--- src/stnf_pkg.sv ---
`timescale 1ns / 1ps

package stnf_pkg;

  localparam int ValueWidthDef = 32;
  localparam int NumBits       = 32;
  localparam int DecMax        = 10;
  localparam int DigW          = $clog2(DecMax);

  localparam logic [7:0] AsciiZero = 8'h30;
  localparam logic [7:0] AsciiA    = 8'h41;
  localparam logic [7:0] CharLf    = 8'h0A;
  localparam logic [7:0] CharCr    = 8'h0D;
  localparam logic [7:0] CharNul   = 8'h00;

  localparam logic [1:0] OpText = 2'd0;
  localparam logic [1:0] OpDec  = 2'd1;
  localparam logic [1:0] OpHex  = 2'd2;

  typedef struct packed {
    logic load;
    logic step;
  } bcd_ctl_t;

  typedef logic [DecMax-1:0][3:0] bcd_digits_t;

  function automatic logic [7:0] nibble_char(input logic [3:0] v);
    if (v <= 4'd9) begin
      return AsciiZero + {4'b0000, v};
    end
    return AsciiA + {4'b0000, v - 4'hA};
  endfunction

endpackage

--- src/stnf_bcd_unit.sv ---
`timescale 1ns / 1ps

module stnf_bcd_unit (
  input  logic                   clk_i,
  input  stnf_pkg::bcd_ctl_t     ctl_i,
  input  logic [31:0]            value_i,
  output stnf_pkg::bcd_digits_t  digits_o
);
  import stnf_pkg::*;

  logic [NumBits-1:0] bin_q, bin_d;
  bcd_digits_t        bcd_q, bcd_d;
  bcd_digits_t        adj;

  // add-3 on every digit, then one shift: one double-dabble step
  always_comb begin
    for (int i = 0; i < DecMax; i++) begin
      adj[i] = (bcd_q[i] >= 4'd5) ? bcd_q[i] + 4'd3 : bcd_q[i];
    end
    bcd_d = bcd_q;
    bin_d = bin_q;
    if (ctl_i.load) begin
      bcd_d = '0;
      bin_d = value_i[NumBits-1:0];
    end else if (ctl_i.step) begin
      bcd_d = {adj[DecMax-1][2:0], adj[DecMax-2:0], bin_q[NumBits-1]};
      bin_d = {bin_q[NumBits-2:0], 1'b0};
    end
  end

  always_ff @(posedge clk_i) begin
    bcd_q <= bcd_d;
    bin_q <= bin_d;
  end

  assign digits_o = bcd_q;

endmodule

--- src/serial_text_number_formatter_core.sv ---
`timescale 1ns / 1ps
// Serial text and number formatter.
// Input channel (in_valid_i / in_stall_o) carries operation_i, text_byte_i and
// number_i; output channel (out_valid_o / out_stall_i) carries out_byte_o and
// last_o, one ASCII byte a beat, last_o set on the final byte of each item.
// Text: one byte out, a line feed gives CR then LF, NUL gives nothing.
// Decimal: 32 double-dabble steps in the BCD unit, one a cycle, then the
// leading zero digits are skipped one at a time (the last digit is always
// kept), then one byte a cycle while the receiver does not stall.
// Hex: VALUE_WIDTH/4 (rounded up, at most 8) bytes, one a cycle while the
// receiver does not stall. NUL and the unused code give no bytes.
// in_stall_o is high while an item is in work; items do not overlap.
// The output byte sits in a register; a stall from the receiver holds it and
// the sequencer waits before loading the next byte, nothing is lost.
// Reset clears the sequencer and the output valid; the BCD unit is not reset.
module serial_text_number_formatter_core #(
  parameter int VALUE_WIDTH = stnf_pkg::ValueWidthDef
) (
  input  logic        clk_i,
  input  logic        rst_ni,
  input  logic        in_valid_i,
  output logic        in_stall_o,
  input  logic [1:0]  operation_i,
  input  logic [7:0]  text_byte_i,
  input  logic [31:0] number_i,
  output logic        out_valid_o,
  input  logic        out_stall_i,
  output logic [7:0]  out_byte_o,
  output logic        last_o
);
  import stnf_pkg::*;

  localparam int EffWidth  = (VALUE_WIDTH > 32) ? 32 : VALUE_WIDTH;
  localparam int HexDigits = (EffWidth + 3) / 4;
  localparam int CntW      = $clog2(NumBits);
  localparam logic [31:0] ValueMask = 32'((64'd1 << EffWidth) - 64'd1);

  typedef enum logic [2:0] {
    S_IDLE, S_CR, S_CHAR, S_CONV, S_SKIP, S_DEC, S_HEX
  } state_e;

  state_e          state_q;
  logic [CntW-1:0] cnt_q;
  logic [DigW-1:0] dig_q;
  logic [7:0]      char_q;
  logic [31:0]     hex_q;
  logic            out_valid_q, out_last_q;
  logic [7:0]      out_byte_q;

  logic            in_acc, out_free, emit;
  logic [31:0]     masked;
  logic [3:0]      cur_digit;
  bcd_ctl_t        bcd_ctl;
  bcd_digits_t     digits;

  assign in_acc    = in_valid_i && (state_q == S_IDLE);
  assign out_free  = !out_valid_q || !out_stall_i;
  assign emit      = out_free && (state_q == S_CR || state_q == S_CHAR ||
                                  state_q == S_DEC || state_q == S_HEX);
  assign masked    = number_i & ValueMask;
  assign cur_digit = digits[dig_q];

  assign bcd_ctl.load = in_acc && (operation_i == OpDec);
  assign bcd_ctl.step = (state_q == S_CONV);

  stnf_bcd_unit u_bcd (
    .clk_i    (clk_i),
    .ctl_i    (bcd_ctl),
    .value_i  (masked),
    .digits_o (digits)
  );

  always_ff @(posedge clk_i or negedge rst_ni) begin
    if (!rst_ni) begin
      state_q     <= S_IDLE;
      cnt_q       <= '0;
      dig_q       <= '0;
      char_q      <= '0;
      hex_q       <= '0;
      out_valid_q <= 1'b0;
      out_byte_q  <= '0;
      out_last_q  <= 1'b0;
    end else begin
      if (out_free) begin
        out_valid_q <= emit;
      end
      case (state_q)
        S_IDLE: begin
          if (in_acc) begin
            case (operation_i)
              OpText: begin
                char_q <= text_byte_i;
                if (text_byte_i == CharLf) begin
                  state_q <= S_CR;
                end else if (text_byte_i != CharNul) begin
                  state_q <= S_CHAR;
                end
              end
              OpDec: begin
                cnt_q   <= '0;
                state_q <= S_CONV;
              end
              OpHex: begin
                hex_q   <= masked;
                dig_q   <= DigW'(HexDigits - 1);
                state_q <= S_HEX;
              end
              default: ;
            endcase
          end
        end
        S_CR: begin
          if (out_free) begin
            out_byte_q  <= CharCr;
            out_last_q  <= 1'b0;
            state_q     <= S_CHAR;
          end
        end
        S_CHAR: begin
          if (out_free) begin
            out_byte_q  <= char_q;
            out_last_q  <= 1'b1;
            state_q     <= S_IDLE;
          end
        end
        S_CONV: begin
          cnt_q <= cnt_q + CntW'(1);
          if (cnt_q == CntW'(NumBits - 1)) begin
            dig_q   <= DigW'(DecMax - 1);
            state_q <= S_SKIP;
          end
        end
        S_SKIP: begin
          if (cur_digit == 4'd0 && dig_q != '0) begin
            dig_q <= dig_q - DigW'(1);
          end else begin
            state_q <= S_DEC;
          end
        end
        S_DEC: begin
          if (out_free) begin
            out_byte_q  <= AsciiZero + {4'b0000, cur_digit};
            out_last_q  <= (dig_q == '0);
            if (dig_q == '0) begin
              state_q <= S_IDLE;
            end else begin
              dig_q <= dig_q - DigW'(1);
            end
          end
        end
        S_HEX: begin
          if (out_free) begin
            out_byte_q  <= nibble_char(hex_q[HexDigits*4-1 -: 4]);
            out_last_q  <= (dig_q == '0);
            hex_q       <= {hex_q[27:0], 4'h0};
            if (dig_q == '0) begin
              state_q <= S_IDLE;
            end else begin
              dig_q <= dig_q - DigW'(1);
            end
          end
        end
        default: state_q <= S_IDLE;
      endcase
    end
  end

  assign in_stall_o  = (state_q != S_IDLE);
  assign out_valid_o = out_valid_q;
  assign out_byte_o  = out_byte_q;
  assign last_o      = out_last_q;

endmodule

--- config.mk ---
export PLATFORM = sky130hd
export DESIGN_NAME = serial_text_number_formatter_core
export DESIGN_NICKNAME = d
export VERILOG_FILES = /design/src/stnf_pkg.sv /design/src/stnf_bcd_unit.sv /design/src/serial_text_number_formatter_core.sv
export SDC_FILE = /design/constraint.sdc
export NUM_CORES = 1
export LEC_CHECK = 0
export BUFFER_PORTS_ARGS = -buffer_cell sky130_fd_sc_hd__buf_2
export CAP_MARGIN = 20
export CORE_ASPECT_RATIO = 0.9
export CORE_MARGIN = 2
export CORE_UTILIZATION = 30
export CTS_CLUSTER_SIZE = 30
export DETAILED_ROUTE_END_ITERATION = 6
export SETUP_SLACK_MARGIN = 0.5
export SLEW_MARGIN = 30
export SYNTH_ARGS = -nofsm -noshare
export SYNTH_HDL_FRONTEND = slang
export SYNTH_SLANG_ARGS = --single-unit
--- constraint.sdc ---
create_clock -name clk_i -period 3.35 [get_ports clk_i]
set_input_delay 0 -clock clk_i [delete_from_list [all_inputs] [get_ports clk_i]]
set_output_delay 0 -clock clk_i [all_outputs]
set_load 0.02 [all_outputs]
Word level (Yosys, flattened, before mapping)

Index checks and enable logic that the tools add are counted.

Bits in registers: 134
Bits in latches: 0
Memory bits (writable): 0
Bits in read-only memories: 0
Output and inout port bits: 11
Memories: 0

Add/sub/neg operators: 16
Multiply operators: 0
Divide/modulo/power cells: 0
Magnitude comparators: 12
Equality and inequality tests: 25
Shift operators: 0
Muxes and demuxes: 53
Bitwise operators: 0
Reduce and logical (&&, ||, !) cells: 31

Operator list:

| operator                                                                             | number |
|---|---|
| 32-bit two-way mux                                                                   | 5 |
| 4-bit two-way mux                                                                    | 16 |
| 32-bit one-hot mux with 2 select lines                                               | 1 |
| 8-bit two-way mux                                                                    | 6 |
| 4-bit by 3-bit greater-or-equal comparator with 1-bit output (second input constant) | 10 |
| 4-bit by 2-bit adder with 4-bit output (second input constant)                       | 9 |
| 8-bit one-hot mux with 4 select lines                                                | 1 |
| 3-bit two-way mux                                                                    | 10 |
| 3-bit one-hot mux with 6 select lines                                                | 1 |
| 4-bit binary-select mux with 4-bit select                                            | 1 |
| 2-bit inequality test (second input constant)                                        | 8 |
| 4-bit one-hot mux with 4 select lines                                                | 1 |
| 6-bit by 4-bit adder with 7-bit output (first input constant)                        | 2 |
| 4-bit nonzero test                                                                   | 3 |
| 5-bit two-way mux                                                                    | 2 |
| 2-bit by 1-bit inequality test with 1-bit output (second input constant)             | 5 |
| 5-bit one-hot mux with 2 select lines                                                | 1 |
| 3-bit equality test (second input constant)                                          | 3 |
| 3-bit one-hot mux with 3 select lines                                                | 1 |
| 9-bit AND reduction                                                                  | 1 |
| 7-bit by 4-bit adder with 8-bit output (first input constant)                        | 1 |
| 8-bit by 4-bit equality test with 1-bit output (second input constant)               | 1 |
| 4-bit logical NOT                                                                    | 2 |
| 4-bit AND reduction                                                                  | 2 |
| 27 further kinds                                                                     | 44 |

Depth between registers and ports, before layout

Gate-level depths: netlist of the first run.

Word-level depth: 7
Mapped depth: 11

Cells and area by module

From an unflattened synthesis of the first run, not the netlist that was laid out.

Cells, all modules: 790
Area total of the unflattened synthesis: 7641.1 sq um

Modules (own cells, without submodules):

| module                            | instances | cells an instance | area each (sq um) | sequential area each (sq um) |
|---|---|---|---|---|
| serial_text_number_formatter_core | 1         | 419               | 3861.2            | 1551.5 |
| stnf_bcd_unit                     | 1         | 371               | 3779.9            | 1761.7 |

Worst setup path after synthesis of the first run

No wires, ideal clock.

Kind: register -> register
Start point: reg state_q[0]
End point: reg u_bcd.bin_q[0], enable pin
Setup time: 0.389 ns
Data arrival time: 2.172 ns
Required time: 2.961 ns
Setup slack: 0.789 ns
Cell stages (with the launch flop): 6
Path buffers: 2
Clock period less this slack: 2.561 ns
Cell sequence: dfrtp_1 > clkbuf_1 > nor3_1 > nand3_1 > clkbuf_1 > nand2_1

Longest elaborated chain between the ends: 4

Ends and longest elaborated chain:

| what                             | RTL line                                | RTL |
|---|---|---|
| start, declared                  | serial_text_number_formatter_core.sv:42 | `state_e state_q;` |
| start signal, assigned           | serial_text_number_formatter_core.sv:75 | `state_q <= S_IDLE;` |
| start signal, assigned           | serial_text_number_formatter_core.sv:94 | `state_q <= S_CR;` |
| start signal, assigned           | serial_text_number_formatter_core.sv:96 | `state_q <= S_CHAR;` |
| 3-bit logical NOT                | serial_text_number_formatter_core.sv:56 | `assign in_acc = in_valid_i && (state_q == S_IDLE);` |
| 1-bit logical AND                | serial_text_number_formatter_core.sv:56 |  |
| 1-bit logical AND                | serial_text_number_formatter_core.sv:63 | `assign bcd_ctl.load = in_acc && (operation_i == OpDec);` |
| 2-bit nonzero test (no line) (*) | -                                       |  |
| end signal, assigned             | stnf_bcd_unit.sv:33                     | `bin_q <= bin_d;` |
| end, declared                    | stnf_bcd_unit.sv:11                     | `logic [NumBits-1:0] bin_q, bin_d;` |

Every way passes the cells marked *; elsewhere a longest branch is shown, timed or not.
A chain may end at the register's enable or synchronous reset.

Worst setup path after layout of the first run

Start point: reg dig_q[0]
End point: reg dig_q[1]

Longest elaborated chain between the ends: 6

Ends and longest elaborated chain:

| what                                      | RTL line                                 | RTL |
|---|---|---|
| start, declared                           | serial_text_number_formatter_core.sv:44  | `logic [DigW-1:0] dig_q;` |
| start signal, assigned                    | serial_text_number_formatter_core.sv:105 | `dig_q <= DigW'(HexDigits - 1);` |
| start signal, assigned                    | serial_text_number_formatter_core.sv:129 | `dig_q <= DigW'(DecMax - 1);` |
| start signal, assigned                    | serial_text_number_formatter_core.sv:135 | `dig_q <= dig_q - DigW'(1);` |
| 4-bit binary-select mux with 4-bit select | serial_text_number_formatter_core.sv:61  | `assign cur_digit = digits[dig_q];` |
| 4-bit two-way mux (not written as such)   | serial_text_number_formatter_core.sv:61  |  |
| 4-bit logical NOT                         | serial_text_number_formatter_core.sv:134 | `if (cur_digit == 4'd0 && dig_q != '0) begin` |
| 1-bit logical AND                         | serial_text_number_formatter_core.sv:134 |  |
| 2-bit inequality test (no line)           | -                                        |  |
| 7-bit AND reduction (no line)             | -                                        |  |

Several ways; a longest one is shown, not always the timed one. The select of a mux whose other input is x is not followed.

==> results of run 1 <==
synth_stat cells (all sizes together) (10+ instances only):
| cell | number | area [um^2] |
|---|---|---|
| buf | 13 | 100.1 |
| a21oi | 50 | 250.2 |
| mux2i | 41 | 410.4 |
| ha | 31 | 387.9 |
| inv | 32 | 120.1 |
| dfrtp | 62 | 1551 |
| mux2 | 10 | 112.6 |
| edfxtp | 32 | 960.9 |
| dfxtp | 40 | 800.8 |
| nand2 | 152 | 570.6 |
| nor2b | 15 | 93.84 |
| xnor2 | 11 | 96.34 |
| clkbuf | 29 | 118.9 |
| nor3 | 14 | 70.07 |
| nand3 | 51 | 255.2 |
| nor2 | 50 | 187.7 |
| o21ai | 93 | 469.2 |
routing by layer:
layer  share of wire  global-route usage  vias to the layer above
met2            0.44              0.2246                      142
met4          0.0082             0.03826                        0
met1            0.50              0.2035                     2865
li1                -                   -                     2981
met3           0.051             0.03083                       13
met5               0                   0                        -
power by group:
part | internal, uW | switching, uW | total [uW]
clock network | 1170 | 765 | 1940
logic | 1400 | 1810 | 3200
registers | 2340 | 655 | 3000
total | 4910 | 3230 | 8140
final cells by class:
class / count / area [um^2] / share of cell area
well taps: 302 / 377.9 / 0.04266
clock buffers: 20 / 467.9 / 0.05282
repair buffers: 114 / 818.3 / 0.09237
clock inverters: 12 / 138.9 / 0.01568
inverters: 32 / 120.1 / 0.01356
multi-input cells: 592 / 3620 / 0.4086
flip-flops and latches: 134 / 3316 / 0.3743
how the worst min path moves through the flow:
stage | cells past startpoint | to | slack (ns) | startpoint
2_1_floorplan | 0 | char_q[0] | -0.30 | rst_ni
3_3_place_gp | 1 | hex_q[20] | 0.03 | rst_ni
3_5_place_dp | 1 | hex_q[20] | 0.03 | rst_ni
4_1_cts | 3 | out_valid_o | 0.04 | out_stall_i
5_1_grt | 3 | out_valid_o | 0.09 | out_stall_i
6_report | 4 | state_q[2] | 0.06 | operation_i[1]
cells by family after synthesis:
kind of cell,synth area share
simple gates,0.1909
compound gates,0.1422
flops,0.4575
buf+inv,0.04682
mux,0.09088
fa+ha+maj,0.05356
xor+xnor,0.01814
tightest hold or removal path: stages:
cell and delay (ns):
sky130_fd_sc_hd__buf_2 0.10, sky130_fd_sc_hd__ha_1 0.13, sky130_fd_sc_hd__o21bai_1 0.07, sky130_fd_sc_hd__a21oi_1 0.13
registers in the layout (all words and copies together), names as in the netlist:
signal and cells:
char_q 8, cnt_q 5, dig_q 4, hex_q 32, last_o 1, out_byte_o 8
out_valid_o 1, state_q 3, u_bcd.bin_q 32, u_bcd.digits_o 40
timing repair:
item,CTS,global route
hold buffers,41,0
endpoints found under the hold margin,94,0
endpoints found under the setup margin,0,1
resized for setup,0,2
per-stage QoR:
| step | util | instances | total power [uW] | worst slack (ns) | area, um^2 |
|---|---|---|---|---|---|
| final | 0.3763 | 1206 | 8138 | 0.8125 | 8859 |
| after global routing | 0.3763 | 1206 | 8779 | 0.6324 | 8859 |
| after CTS | 0.3762 | 1206 | 8179 | 0.6923 | 8856 |
| after detailed placement | 0.3330 | 1133 | 6180 | 0.6940 | 7839 |
| after global placement | 0.3330 | 1133 | 6090 | 0.7794 | 7839 |
| after floorplan | - | 800 | 5325 | 0.7885 | 7242 |
==> flow_summary.ini, run 1 <==
[drt]
vias = 6001
drt_wl_total_um = 17530
postRouteAntennaNets = 0
detailedRoute.firstPassIterationCount = 5
first_iter_violations = 395
drc = 0
vias_per_cell = 4.976
wire_per_inst_um = 14.53

[yosys]
post_synth_num_cell_types = 62
synthCells = 800
synthesis.area_mm2 = 0.007242
synth_seq_cells = 134
synth_enable_flop_cells = 32
ys_async_sr_fraction = 0.4627
ys_seq_area_frac = 0.4575
postSynthAreaPerCell_um2 = 9.052
postSynth.topFlopCell = sky130_fd_sc_hd__dfrtp_1
postSynthNetCount = 877
synth_warnings = 0

[critical_path]
cp.required_ns = 3.65
crit_cells = 6
reg2reg_setup_slack_ns = 0.81
cp-end-kind = register
path_class = reg -> reg
end_of_the_worst_register_to_register_path = dig_q[1]
r2r_cells = 6
start_kind = register
crit-reg2reg-launch = dig_q[0]
timing.critical_path.arrival_ns = 2.84
crit_slowest_cell = sky130_fd_sc_hd__mux4_2
timing.critical_path.fanout_max = 11
critical_path.cell_chain = mux4_2 -> a22oi_1 -> o21ai_1 -> nor4_4 -> a2bb2oi_2 -> mux2_1
critical_path_buf_inv_count = 0
worst_setup_path_endpoint = dig_q[1]
timing.critical_path.max_delay_family = multiplexers
worst_setup_path_startpoint = dig_q[0]
critical_path.max_stage_delay_ns = 0.54

[global_routing]
antenna_violations_before_repair = 0
grt_usage = 0.1442
grt_max_degree = 73
number_of_global_route_vias_before_repair = 5625
grt_first_pass_wirelength_um = 29240
gr-total-overflow = 0

[sta]
timing.max_slew.rel_slack = 0.4690
timing.final.max_slew_violations = 0
period_needed_ns = 2.538
timing.final.crit_share = 0.7575
setup-violations-final = 0
achievable-frequency_mhz = 394.1
grt_setup_unrepaired = no
timing.final.hold_violations = 0
timing_worst_slew_pin_value_ns = 0.7965
final.setup_skew_ns = 0.01671
final.hold.worst_slack_ns = 0.06050
finalSetupTns_ns = 0

[clocking]
tritoncts_clock_tree = built
postCtsSetupRepairBufs = 0
cts_sinks = 134
num_cts_buffers = 17
clk-insertion-delay-late_ns = 0.43
clockBufferDepth = 2
clk_transition_reported_paths_ns = 0.06
htree_num_levels = 4
root_buffer = sky130_fd_sc_hd__clkbuf_16

[die]
die-width_um = 167.8
die_height_um = 151.4
std_cell_rows = 53
die_area_mm2 = 0.02540
start_util = 0.3076
ioPinCount = 57
core_box_area_mm2 = 0.02354

[power_and_ir_drop]
ir_worst_vdd_mv = 0.4383
power_density_cells_mw_per_mm2 = 918.7
power.leakage_uw = 0.003858

[placed_design]
globalplace.congestion = 0.8185
post-dp-hpwl_um = 12250
place.port_buffers = 56

[cells_and_area]
antenna_cells = 0
layout-drive-gt1-share = 0.1482
layout.cells.most_common = sky130_fd_sc_hd__nand2_1
design.final.nets = 968
filler_cell_count = 2352
flow.area_growth_from_synthesis_pct = 22.32
layout.cells.most_common_list = sky130_fd_sc_hd__nand2_1 (152), sky130_fd_sc_hd__dfrtp_1 (60), sky130_fd_sc_hd__buf_2 (56)

[hold_path]
hold_path_class = in -> reg

[run]
timing.max_cap.violations = 0

[status]
run_status = finished clean
No activity file was read; power rests on OpenSTA's default activity.
==> run 2, diff against run 1 <==
Clock period 3.35 ns to 2.27 ns, I/O delays scaled along.
==> run 2 against run 1 <==
  * The run now ends with setup timing left
  * Combinational power is 86% higher
  * Utilization increased by 3.7 points
  * Power is 59% higher
  * Critical path depth stayed put
  * Sequential share of layout area decreased by 3.3 points
  * Flip-flop and latch count is the same
  * Global-route usage rose by 0.53 points
  * Clock-buffer cell count fell by 3
==> flow_summary.ini, run 2 (synthesis gave the netlist of run 1 again) <==
[global_routing]
gr-total-overflow = 0
grt_max_degree = 66
antenna_violations_before_repair = 0
number_of_global_route_vias_before_repair = 6007
grt_usage = 0.1496
grt_first_pass_wirelength_um = 30460

[power_and_ir_drop]
power_density_cells_mw_per_mm2 = 1329
finalPower_uw = 12930
switching_share = 0.4071
power.clock.fraction = 0.206
ir_worst_vdd_mv = 0.5635
power_frac_comb = 0.460
seqPwrFrac = 0.334
power.leakage_uw = 0.004264
internal_power_uw = 7668
total_switching_power_uw = 5264

[cells_and_area]
layout-drive-gt1-share = 0.2613
design.final.nets = 1013
stdcell_area_mm2 = 0.009731
layout.cells.most_common_list = sky130_fd_sc_hd__nand2_1 (122), sky130_fd_sc_hd__dfrtp_1 (58), sky130_fd_sc_hd__buf_2 (56)
flow.area_growth_from_synthesis_pct = 34.36
layout.cells.most_common = sky130_fd_sc_hd__nand2_1
antenna_cells = 0
largest_register_ffs = 40

[sta]
timing.final.hold_violations = 0
final_critical_path_setup_slack_ns = -0.06064
final.setup_skew_ns = 0.01153
timing.final.crit_share = 1.027
finalSetupTns_ns = -0.06096
timing.max_slew.rel_slack = 0.6276
setup-violations-final = 2
timing.final.max_slew_violations = 0
period_needed_ns = 2.331
timing_worst_slew_pin_value_ns = 0.5586
grt_setup_unrepaired = yes
achievable-frequency_mhz = 429.1

[critical_path]
timing.critical_path.arrival_ns = 2.64
timing.critical_path.fanout_max = 5
start_kind = register
crit_slowest_cell = sky130_fd_sc_hd__mux4_2
cp-end-kind = register
critical_path.cell_chain = mux4_2 -> a22oi_2 -> o21ai_2 -> nor4_4 -> a2bb2oi_2 -> mux2_4
path_class = reg -> reg
cp.required_ns = 2.58
critical_path.max_stage_delay_ns = 0.54

[die]
start_util = 0.3076
die_area_mm2 = 0.02540
std_cell_rows = 53
die_height_um = 151.4
ioPinCount = 57
die-width_um = 167.8
core_box_area_mm2 = 0.02354

[hold_path]
hold_path_class = in -> async

[run]
timing.max_cap.violations = 0

[status]
run_status = complete, but fails checks
failed_checks = setup timing

[clocking]
cts_sinks = 134
clk-insertion-delay-late_ns = 0.43
clockBufferDepth = 2
num_cts_buffers = 17
root_buffer = sky130_fd_sc_hd__clkbuf_16
clk_transition_reported_paths_ns = 0.07
tritoncts_clock_tree = built
htree_num_levels = 4

[placed_design]
post_dp_cell_area_mm2 = 0.008160
post-dp-hpwl_um = 12020
globalplace.congestion = 0.8355
place.port_buffers = 56

[drt]
drt_wl_total_um = 19110
drc = 0
wire_per_inst_um = 15.27
detailedRoute.firstPassIterationCount = 5
vias = 6198
postRouteAntennaNets = 0
vias_per_cell = 4.954
first_iter_violations = 411
run 2: cell count changes in the layout (fill, tap and decap cells not counted), moves of 4 or more:
cell,delta
sky130_fd_sc_hd__nor3_1,-4
sky130_fd_sc_hd__nand2_4,+10
sky130_fd_sc_hd__nand2_2,+19
sky130_fd_sc_hd__buf_12,+7
sky130_fd_sc_hd__buf_6,+9
sky130_fd_sc_hd__nand2_1,-30
sky130_fd_sc_hd__o21ai_2,+4
sky130_fd_sc_hd__buf_4,+24
run 2: what timing repair did:
item,CTS,global route
setup endpoints to repair,90,94
buffers inserted,6,10
hold endpoints to repair,135,0
gates resized for setup,33,61
hold buffers,42,0
gates cloned,1,5
pin swaps,10,34
run 2: stage by stage:
stage / hold slack [ns] / std cells / utilization / setup WS [ns]
floorplan: -0.2956 / 800 / - / -0.06933
global placement: 0.04518 / 1155 / 0.3466 / -0.02209
detailed placement: 0.05042 / 1155 / 0.3466 / -0.1451
CTS: 0.1031 / 1236 / 0.3967 / -0.03542
global route: 0.1606 / 1251 / 0.4133 / -0.09736
finish: 0.1208 / 1251 / 0.4133 / -0.06064
run 2: area by class of cell:
cell class,count,area [um^2]
Multi-Input combinational cell,594,4050
Tap cell,302,377.9
Clock buffer,17,425.4
Fill cell,2239,13810
Timing Repair Buffer,157,1300
Sequential cell,134,3318
Clock inverter,15,136.4
Inverter,32,122.6
run 2: critical path: cells and delay by family, from the launching register on:
family          cells  cell delay (ns)
compound gates      3             0.53
flops               1             0.44
mux                 2             0.86
simple gates        1             0.39
run 2: power groups by stage:
| stage | sequential, uW | clock, uW | combinational (uW) |
|---|---|---|---|
| 2_1_floorplan | 4130 | 0 | 3820 |
| 3_3_place_gp | 4310 | 0 | 5100 |
| 3_5_place_dp | 4320 | 0 | 5230 |
| 4_1_cts | 4300 | 2720 | 5590 |
| 5_1_grt | 4470 | 2810 | 6640 |
| 6_report | 4320 | 2660 | 5950 |
run 2: worst paths after layout:
kind	cells after the start	end	startpoint	slack [ns]
max reg2reg	6	dig_q[1]	dig_q[0]	-0.06
max	6	dig_q[1]	dig_q[0]	-0.06
min	3	hex_q[9]	rst_ni	0.12
min reg2reg	2	out_byte_o[7]	out_byte_o[7]	0.47
min in group clk_i	4	state_q[2]	operation_i[1]	0.14
max in group asynchronous	3	state_q[1]	rst_ni	1.81
run 2: layer usage:
| metal | vias to the layer above | track usage | part of all wire | wire (um) |
|---|---|---|---|---|
| li1 | 3081 | - | - | - |
| met1 | 2959 | 0.2084 | 0.50 | 9469 |
| met2 | 131 | 0.2372 | 0.45 | 8654 |
| met3 | 27 | 0.02456 | 0.036 | 687 |
| met4 | 0 | 0.05000 | 0.015 | 295 |
| met5 | - | 0 | 0 | 0 |
